## config.mk

```make
export PLATFORM = sky130hd
export DESIGN_NAME = utf8_decode_and_classify_top_flat
export DESIGN_NICKNAME = d
export VERILOG_FILES = /design/src/hdl/u8dc_pkg.sv /design/src/hdl/u8dc_req_if.sv /design/src/hdl/u8dc_rsp_if.sv /design/src/hdl/u8dc_classifier.sv /design/src/hdl/u8dc_decoder.sv /design/src/hdl/utf8_decode_and_classify_top.sv /design/src/flat_wrapper.sv
export SDC_FILE = /design/constraint.sdc
export NUM_CORES = 1
export LEC_CHECK = 0
export ABC_AREA = 1
export BUFFER_PORTS_ARGS = -buffer_cell sky130_fd_sc_hd__clkbuf_2
export CAP_MARGIN = 20
export CORE_ASPECT_RATIO = 1.75
export CORE_UTILIZATION = 34
export DETAILED_ROUTE_END_ITERATION = 7
export GPL_TIMING_DRIVEN = 0
export PLACE_DENSITY = 0.57
export SETUP_SLACK_MARGIN = 0.4
export SLEW_MARGIN = 25
export SYNTH_ARGS = -nofsm -noshare
export SYNTH_HDL_FRONTEND = slang
export SYNTH_SLANG_ARGS = --single-unit
```

## constraint.sdc

```tcl
create_clock -name clock -period 2.3 [get_ports clock]
set_input_delay 0.46 -clock clock [delete_from_list [all_inputs] [get_ports clock]]
set_output_delay 0.46 -clock clock [all_outputs]
set_load 0.05 [all_outputs]
```

## src/hdl/u8dc_pkg.sv

```systemverilog
// u8dc_pkg: shared types and constants for the UTF-8 decode and classify block.
// Used by the decoder, the classifier and the top level. No dependencies.

package u8dc_pkg;

   localparam int unsigned ByteW  = 8;
   localparam int unsigned CpW    = 21;
   localparam int unsigned ClassW = 2;

   // Lead byte boundaries and payload masks
   localparam logic [ByteW-1:0] LeadTwo   = 8'h80;
   localparam logic [ByteW-1:0] LeadThree = 8'hE0;
   localparam logic [ByteW-1:0] LeadFour  = 8'hF0;
   localparam logic [ByteW-1:0] MaskTwo   = 8'h1F;
   localparam logic [ByteW-1:0] MaskThree = 8'h0F;
   localparam logic [ByteW-1:0] MaskFour  = 8'h07;
   localparam logic [ByteW-1:0] MaskCont  = 8'h3F;

   // CJK ranges, inclusive
   localparam logic [CpW-1:0] CjkUnifLo = 21'h004E00;
   localparam logic [CpW-1:0] CjkUnifHi = 21'h009FFF;
   localparam logic [CpW-1:0] CjkExtALo = 21'h003400;
   localparam logic [CpW-1:0] CjkExtAHi = 21'h004DBF;
   localparam logic [CpW-1:0] KanaLo    = 21'h003040;
   localparam logic [CpW-1:0] KanaHi    = 21'h0030FF;
   localparam logic [CpW-1:0] HangulLo  = 21'h00AC00;
   localparam logic [CpW-1:0] HangulHi  = 21'h00D7AF;
   localparam logic [CpW-1:0] JamoLo    = 21'h003131;
   localparam logic [CpW-1:0] JamoHi    = 21'h003163;

   typedef enum logic [1:0] {
      BYTES_NONE  = 2'd0,
      BYTES_ONE   = 2'd1,
      BYTES_TWO   = 2'd2,
      BYTES_THREE = 2'd3
   } bytes_left_type;

   typedef enum logic [ClassW-1:0] {
      CLASS_SEP  = 2'd0,
      CLASS_WORD = 2'd1,
      CLASS_CJK  = 2'd2
   } char_class_type;

   // One byte as held in the input stage
   typedef struct packed {
      logic [ByteW-1:0] byte_in;
      logic             last_byte;
   } in_item_type;

   // Decoder result toward the output register
   typedef struct packed {
      logic           valid;
      logic [CpW-1:0] code_point;
      logic           ends_text;
      logic           truncated;
   } dec_result_type;

endpackage

```

## src/hdl/u8dc_req_if.sv

```systemverilog
// u8dc_req_if: byte channel (valid/ready) into the decoder.
// Depends on u8dc_pkg for widths.

interface u8dc_req_if
   import u8dc_pkg::*;
   ();
   logic             valid;
   logic             ready;
   logic [ByteW-1:0] byte_in;
   logic             last_byte;

   modport source (output valid, output byte_in, output last_byte, input ready);
   modport sink   (input valid, input byte_in, input last_byte, output ready);
endinterface

```

## src/hdl/u8dc_rsp_if.sv

```systemverilog
// u8dc_rsp_if: code point channel (valid/ready) out of the decoder.
// Depends on u8dc_pkg for widths.

interface u8dc_rsp_if
   import u8dc_pkg::*;
   ();
   logic              valid;
   logic              ready;
   logic [CpW-1:0]    code_point;
   logic [ClassW-1:0] char_class;
   logic              ends_text;
   logic              truncated;

   modport source (output valid, output code_point, output char_class,
                   output ends_text, output truncated, input ready);
   modport sink   (input valid, input code_point, input char_class,
                   input ends_text, input truncated, output ready);
endinterface

```

## src/hdl/u8dc_classifier.sv

```systemverilog
// u8dc_classifier: range compares that sort a code point into CJK, word or separator.
// Depends on u8dc_pkg.

module u8dc_classifier
   import u8dc_pkg::*;
(
   input  logic [CpW-1:0] code_point,
   output char_class_type char_class
);

   logic       is_cjk;
   logic       is_ascii_word;
   logic [6:0] low7;

   assign low7 = code_point[6:0];

   assign is_cjk = (code_point >= CjkUnifLo && code_point <= CjkUnifHi) ||
                   (code_point >= CjkExtALo && code_point <= CjkExtAHi) ||
                   (code_point >= KanaLo    && code_point <= KanaHi)    ||
                   (code_point >= HangulLo  && code_point <= HangulHi)  ||
                   (code_point >= JamoLo    && code_point <= JamoHi);

   // only meaningful below 0x80
   assign is_ascii_word = (low7 >= 7'h61 && low7 <= 7'h7A) ||
                          (low7 >= 7'h41 && low7 <= 7'h5A) ||
                          (low7 >= 7'h30 && low7 <= 7'h39) ||
                          low7 == 7'h5F || low7 == 7'h2D || low7 == 7'h2E;

   always_comb begin
      if (is_cjk) begin
         char_class = CLASS_CJK;
      end else if (code_point[CpW-1:7] != '0) begin
         char_class = CLASS_WORD;
      end else if (is_ascii_word) begin
         char_class = CLASS_WORD;
      end else begin
         char_class = CLASS_SEP;
      end
   end

endmodule

```

## src/hdl/u8dc_decoder.sv

```systemverilog
// u8dc_decoder: sequence state (partial value, bytes left) and one decode step per byte.
// Depends on u8dc_pkg.

module u8dc_decoder
   import u8dc_pkg::*;
(
   input  logic           clock,
   input  logic           reset,
   input  logic           step,      // item in the input stage is consumed this cycle
   input  in_item_type    item,
   output dec_result_type result
);

   logic [CpW-1:0] partial_ff, partial_in;
   bytes_left_type bytes_left_ff, bytes_left_in;

   logic [ByteW-1:0] b;
   logic             done;
   logic [CpW-1:0]   cp;
   logic [CpW-1:0]   shifted;

   assign b       = item.byte_in;
   assign shifted = {partial_ff[CpW-7:0], b[5:0]};

   always_comb begin
      partial_in    = partial_ff;
      bytes_left_in = bytes_left_ff;
      done          = 1'b0;
      cp            = '0;

      if (bytes_left_ff != BYTES_NONE) begin
         partial_in    = shifted;
         bytes_left_in = bytes_left_type'(bytes_left_ff - 2'd1);
         if (bytes_left_ff == BYTES_ONE) begin
            cp   = shifted;
            done = 1'b1;
         end
      end else if (b < LeadTwo) begin
         cp   = CpW'(b);
         done = 1'b1;
      end else if (b < LeadThree) begin
         partial_in    = CpW'(b & MaskTwo);
         bytes_left_in = BYTES_ONE;
      end else if (b < LeadFour) begin
         partial_in    = CpW'(b & MaskThree);
         bytes_left_in = BYTES_TWO;
      end else begin
         partial_in    = CpW'(b & MaskFour);
         bytes_left_in = BYTES_THREE;
      end

      if (done) begin
         partial_in = '0;
      end else if (item.last_byte) begin
         // text ended mid-sequence: drop it
         partial_in    = '0;
         bytes_left_in = BYTES_NONE;
      end

      result.valid      = done || item.last_byte;
      result.code_point = done ? cp : '0;
      result.ends_text  = item.last_byte;
      result.truncated  = !done && item.last_byte;
   end

   always_ff @(posedge clock) begin
      if (reset) begin
         partial_ff    <= '0;
         bytes_left_ff <= BYTES_NONE;
      end else if (step) begin
         partial_ff    <= partial_in;
         bytes_left_ff <= bytes_left_in;
      end
   end

`ifndef SYNTHESIS
   a_clear_after_last: assert property (@(posedge clock) disable iff (reset)
      step && item.last_byte |=> bytes_left_ff == BYTES_NONE && partial_ff == '0)
      else $error("decoder state not clear after last byte");
`endif

endmodule

```

## src/hdl/utf8_decode_and_classify_top.sv

```systemverilog
// Lenient UTF-8 decoder with character classing. Bytes enter on req_ch one per
// transaction, last_byte flagging the end of a text; each completed code point
// leaves on rsp_ch with its class (separator, word, CJK) and an ends_text flag.
// A text that ends inside a multi-byte sequence yields one transaction with
// truncated set and code point 0. Continuation bytes are not checked.
// Throughput is one byte per cycle while rsp_ch is not stalled: every byte passes
// an input register, one decode-and-classify step, and the result register. A
// result is loaded into the result register when its byte steps out of the input
// register; a stalled rsp_ch holds the byte in the input register until the
// result register frees up. Bytes inside an unfinished sequence produce no
// result. No configuration and no memories.
// Depends on u8dc_pkg, u8dc_req_if, u8dc_rsp_if, u8dc_decoder, u8dc_classifier.

module utf8_decode_and_classify_top
   import u8dc_pkg::*;
(
   input logic        clock,
   input logic        reset,
   u8dc_req_if.sink   req_ch,
   u8dc_rsp_if.source rsp_ch
);

   // Input stage
   logic        in_valid_ff, in_valid_in;
   in_item_type in_item_ff;

   // Result register
   logic              out_valid_ff, out_valid_in;
   logic [CpW-1:0]    out_cp_ff;
   char_class_type    out_class_ff;
   logic              out_ends_ff;
   logic              out_trunc_ff;

   logic           out_free;   // result register may load this cycle
   logic           step;       // input stage item processed this cycle
   logic           req_take;
   dec_result_type dec_result;
   char_class_type dec_class;

   assign out_free = !out_valid_ff || rsp_ch.ready;
   assign step     = in_valid_ff && out_free;
   assign req_take = req_ch.valid && req_ch.ready;

   // input stage refills in the same cycle it drains
   assign req_ch.ready = !in_valid_ff || out_free;
   assign in_valid_in  = req_take || (in_valid_ff && !step);

   always_ff @(posedge clock) begin
      if (reset) begin
         in_valid_ff <= 1'b0;
      end else begin
         in_valid_ff <= in_valid_in;
      end
   end

   always_ff @(posedge clock) begin
      if (req_take) begin
         in_item_ff.byte_in   <= req_ch.byte_in;
         in_item_ff.last_byte <= req_ch.last_byte;
      end
   end

   u8dc_decoder u_decoder (
      .clock  (clock),
      .reset  (reset),
      .step   (step),
      .item   (in_item_ff),
      .result (dec_result)
   );

   u8dc_classifier u_classifier (
      .code_point (dec_result.code_point),
      .char_class (dec_class)
   );

   // Result register: loads on a processed byte, clears when drained with nothing new
   always_comb begin
      out_valid_in = out_valid_ff;
      if (out_free) begin
         out_valid_in = step && dec_result.valid;
      end
   end

   always_ff @(posedge clock) begin
      if (reset) begin
         out_valid_ff <= 1'b0;
      end else begin
         out_valid_ff <= out_valid_in;
      end
   end

   always_ff @(posedge clock) begin
      if (step && dec_result.valid) begin
         out_cp_ff    <= dec_result.code_point;
         // truncated results always report separator
         out_class_ff <= dec_result.truncated ? CLASS_SEP : dec_class;
         out_ends_ff  <= dec_result.ends_text;
         out_trunc_ff <= dec_result.truncated;
      end
   end

   assign rsp_ch.valid      = out_valid_ff;
   assign rsp_ch.code_point = out_cp_ff;
   assign rsp_ch.char_class = out_class_ff;
   assign rsp_ch.ends_text  = out_ends_ff;
   assign rsp_ch.truncated  = out_trunc_ff;

`ifndef SYNTHESIS
   a_trunc_shape: assert property (@(posedge clock) disable iff (reset)
      out_valid_ff && out_trunc_ff |->
         out_cp_ff == '0 && out_ends_ff && out_class_ff == CLASS_SEP)
      else $error("truncated result malformed");

   a_cjk_range: assert property (@(posedge clock) disable iff (reset)
      out_valid_ff && out_class_ff == CLASS_CJK |->
         out_cp_ff >= KanaLo && out_cp_ff <= HangulHi)
      else $error("CJK class outside CJK span");

   a_no_drop: assert property (@(posedge clock) disable iff (reset)
      out_valid_ff && !rsp_ch.ready |=> out_valid_ff)
      else $error("result lost while stalled");
`endif

endmodule
```

## src/flat_wrapper.sv

```systemverilog
// flat-port wrapper written by rule: the top's interface ports become plain ports
module utf8_decode_and_classify_top_flat import u8dc_pkg::*;
  (clock, reset, req_ch_valid, req_ch_byte_in, req_ch_last_byte, req_ch_ready, rsp_ch_valid, rsp_ch_code_point, rsp_ch_char_class, rsp_ch_ends_text, rsp_ch_truncated, rsp_ch_ready);
  u8dc_req_if req_ch_i ();
  u8dc_rsp_if rsp_ch_i ();
  input logic clock;
  input logic reset;
  input wire logic [$bits(req_ch_i.valid)-1:0] req_ch_valid;
  input wire logic [$bits(req_ch_i.byte_in)-1:0] req_ch_byte_in;
  input wire logic [$bits(req_ch_i.last_byte)-1:0] req_ch_last_byte;
  output wire logic [$bits(req_ch_i.ready)-1:0] req_ch_ready;
  output wire logic [$bits(rsp_ch_i.valid)-1:0] rsp_ch_valid;
  output wire logic [$bits(rsp_ch_i.code_point)-1:0] rsp_ch_code_point;
  output wire logic [$bits(rsp_ch_i.char_class)-1:0] rsp_ch_char_class;
  output wire logic [$bits(rsp_ch_i.ends_text)-1:0] rsp_ch_ends_text;
  output wire logic [$bits(rsp_ch_i.truncated)-1:0] rsp_ch_truncated;
  input wire logic [$bits(rsp_ch_i.ready)-1:0] rsp_ch_ready;
  assign req_ch_i.valid = req_ch_valid;
  assign req_ch_i.byte_in = req_ch_byte_in;
  assign req_ch_i.last_byte = req_ch_last_byte;
  assign req_ch_ready = req_ch_i.ready;
  assign rsp_ch_valid = rsp_ch_i.valid;
  assign rsp_ch_code_point = rsp_ch_i.code_point;
  assign rsp_ch_char_class = rsp_ch_i.char_class;
  assign rsp_ch_ends_text = rsp_ch_i.ends_text;
  assign rsp_ch_truncated = rsp_ch_i.truncated;
  assign rsp_ch_i.ready = rsp_ch_ready;
  utf8_decode_and_classify_top u_core (.clock(clock), .reset(reset), .req_ch(req_ch_i), .rsp_ch(rsp_ch_i));
endmodule
```

==> metrics.md <==
| Metric | Value |
|---|---|
| Iteration-0 DRC count of the detailed router | 85 |
| Clk root buf | clkbuf_16 |
| Deepest clock path buffer count | 2 |
| Layout area overhead | 21.74% |
| Clock sinks | 53 |
| Worst reg2reg setup slack | roughly 500 ps |
| Crit path to | u_core.rsp_ch.char_class[1] |
| Leakage power | roughly 1.4 nW |
| Cell taking the most area after synthesis | edfxtp_1 |
| Synth Flop Type | edfxtp_1 |
| Part of the Yosys area used for sequential elements | 51.38% |
| Critical path peak fanout | 6 |
| Total CTS buffers | 5 |
| Vias in the first global route | ~2.2k |
| Synth cell count leaders | nand2_1 (76), nor2_1 (46), nand3_1 (37) |
| Gr ovfl total | 0 |
| Clk_skew | around 5.4 ps |
| Detailed Routing Iterations Pass 1 | 4 |
| RSZ-0062 raised after global routing | true |
| Chip width | ~70 um |
| Seq cells post-synth | 53 |
| Hold Crit Class | in2reg |
| CP Data Required Time | 2320 ps |
| Largest cells by area after synthesis | edfxtp_1 (37%), dfxtp_1 (14%), nand2_1 (10%), nand3_1 (6.8%), nor2_1 (6.3%) |
| Port bufs | 38 |
| Placed cell count | between 400 and 500 |
| Largest net degree at the start of global routing | 17 |
| R2R depth | 12 |
| Gpl congestion | roughly 0.86 |
| Status | complete, no violations |
| Core Box Area | between 7000 and 8000 um2 |
| # IOs | 40 |
| Startpoint Class | register |
| Fmax | roughly 0.56 GHz |
| Cell area power density | just over 600 nW/um2 |
| Syn. warnings | 0 |
| Clock Latency Late Sink | 290 ps |
| Reg2Reg Launch Point | u_core.u_decoder.bytes_left_ff[0] |
| Syn Nets | 347 |
| Crit-path max cell delay | 360 ps |
| Cell with the most instances after synthesis | nand2_1 |
| Final core occ | roughly 43% |
| Pin slew with the least headroom to its limit | 517.8 ps |
| Slowest cell on crit path | dfxtp_2 |
| HPWL reported at the end of detailed placement | 5183 um |
| Count of final max-slew check failures | 0 |
| Reg-to-reg endpoint | u_core.rsp_ch.char_class[1] |
| Final worst path period need | approximately 1800 ps |
| Num rows | between 40 and 50 |
| Fraction of registers with async set/reset | 0% |
| Chip height | 120.5 um |
| Maximum vdd drop | 0.0003857 V |
| # diodes | 0 |
| Layout cells sized above 1 | roughly a quarter |
| Most used cell, CP | nand2_1 |
| Total wire length | 6792 um |
| Finished Layout Cells | 473 |
| Post-synth EDFFs | 34 |
| Worst path cell trace | inv_4 > nor2_4 > buf_4 > o21ai_0 > nand2_2 > inv_2 > nand2_1 > nor3_2 > nand2_1 > nand2_1 > nand2_1 > nand3_2 |
| CTS tree | done |
| Mean Syn Cell Area | slightly above 8 um2 |
| H-tree levels | 2 |
| CTS clk-pin slew, worst paths | around 70 ps |
| Nets@finish | 397 |
| Wire length per cell | ~14 um |
| Crit. End Element | register |
| Post-Synthesis Cell Area | approximately 2700 um2 |
| Setup TNS | 0 ps |
| Max_cap viols | 0 |
| Hold buffers post-CTS | 0 |
| Vias post-DR | 2358 |
| Final Setup Violations | 0 |
| Die Area | between 8000 and 9000 um2 |
| Total power | slightly above 0.002 W |
| Relative slew margins | roughly two thirds |
| DRC Markers | 0 |
| Post-route ant nets | 0 |
| First-pass GRT wire length | 10870 um |
| Period utilisation layout | between 70 and 80% |
| Crit path arrival time | approximately 1800 ps |
| Initial antenna violation count | 0 |
| Starting Density | a little over a third |
| Synth top area share | ~37% |
| GRT Overall Usage | ~17% |
| Critical Path Start | u_core.u_decoder.bytes_left_ff[0] |
| Final hold vios | 0 |
| Cell variety after synth | 31 |
| Kind of critical path | reg2reg |
| Vias per inst | between 4 and 5 |
| Gate Count Post-Synth | between 300 and 400 |
stage by stage:
stage	hold slack, ps	setup slack, ps	instance area [um2]
after floorplan	454.8	458.5	2735
final	338.4	501.3	3321
after global routing	330.4	395.2	3321
after CTS	332.4	358.1	3194
after global placement	470.8	206.3	3035
after detailed placement	474.3	155.3	3035
final cells by class:
| type | instances | area (um2) |
|---|---|---|
| buffer | 7 | 50.05 |
| inverter | 42 | 165.2 |
| fill | 778 | 4352 |
| multi-input combinational | 233 | 1226 |
| sequential | 53 | 1406 |
| tap | 88 | 110.1 |
| clock inverter | 3 | 17.52 |
| timing repair buffer | 42 | 220.2 |
| clock buffer | 5 | 125.1 |
worst max-delay path: cells and delay by family (launching register included):
family	cells	cell delay [ps]
buffers and inverters	3	270
flip-flops	1	360
AND/OR/NAND/NOR	8	800
AO/OA/AOI/OAI	1	90
power breakdown:
group          internal (W)  total [W]  switching (W)
Combinational     0.0000556   0.000228       0.000172
Clock              0.000399   0.000724       0.000324
Sequential          0.00105    0.00107      0.0000232
Total               0.00150    0.00202       0.000520
kinds of logic after synthesis:
| logic type | Yosys count | synth area share [%] |
|---|---|---|
| AOI/OAI and AO/OA | 38 | 7.798 |
| buffers and inverters | 49 | 7.431 |
| DFF | 53 | 51.38 |
| and+or+nand+nor | 194 | 33.40 |
sequential cells by signal (all words and copies together), names as in the netlist:
name / flops
u_core.u_decoder.bytes_left_ff: 2
u_core.rsp_ch.truncated: 1
u_core.rsp_ch.code_point: 21
u_core.in_item_ff: 9
u_core.rsp_ch.char_class: 2
u_core.rsp_ch.valid: 1
u_core.in_valid_ff: 1
u_core.rsp_ch.ends_text: 1
u_core.u_decoder.partial_ff: 15
worst min path at each step:
stage / from / endpoint / slack [ps] / cells after the start
2_1_floorplan: u_core.u_decoder.partial_ff[12] / u_core.u_decoder.partial_ff[12] / 450 / 2
3_3_place_gp: u_core.u_decoder.partial_ff[14] / u_core.u_decoder.partial_ff[14] / 470 / 2
3_5_place_dp: u_core.u_decoder.partial_ff[14] / u_core.u_decoder.partial_ff[14] / 470 / 2
4_1_cts: req_ch_byte_in[6] / u_core.in_item_ff[7] / 330 / 1
5_1_grt: req_ch_byte_in[6] / u_core.in_item_ff[7] / 330 / 1
6_report: req_ch_byte_in[6] / u_core.in_item_ff[7] / 340 / 1
cell usage in the layout, fill, tap and decap left out, types with 5 or more instances in the layout:
master and count:
nand2_2 5, nor2_1 39, nor2_2 11, nand3_1 35, buf_4 5, dfxtp_1 17, clkbuf_2 38, o21ai_0 8
nand2_1 74, edfxtp_1 34, inv_1 36, a21oi_1 22, clkbuf_16 5, nand4_1 8, nor2_4 5
layer usage:
metal / share of wire [%] / up-vias / track usage, %
li1: - / 1209 / -
met4: 4.3 / 0 / 10.50
met3: 2.3 / 15 / 2.333
met5: 0 / - / 0
met1: 38 / 1085 / 17.63
met2: 56 / 49 / 31.86
what timing repair did:
item,CTS,global route
gates resized for setup,2,27
buffers inserted,0,4
endpoints found under the setup margin,27,3
gates cloned,1,0
pin swaps,0,3
Note: power is estimated with default switching activity, not from simulation.
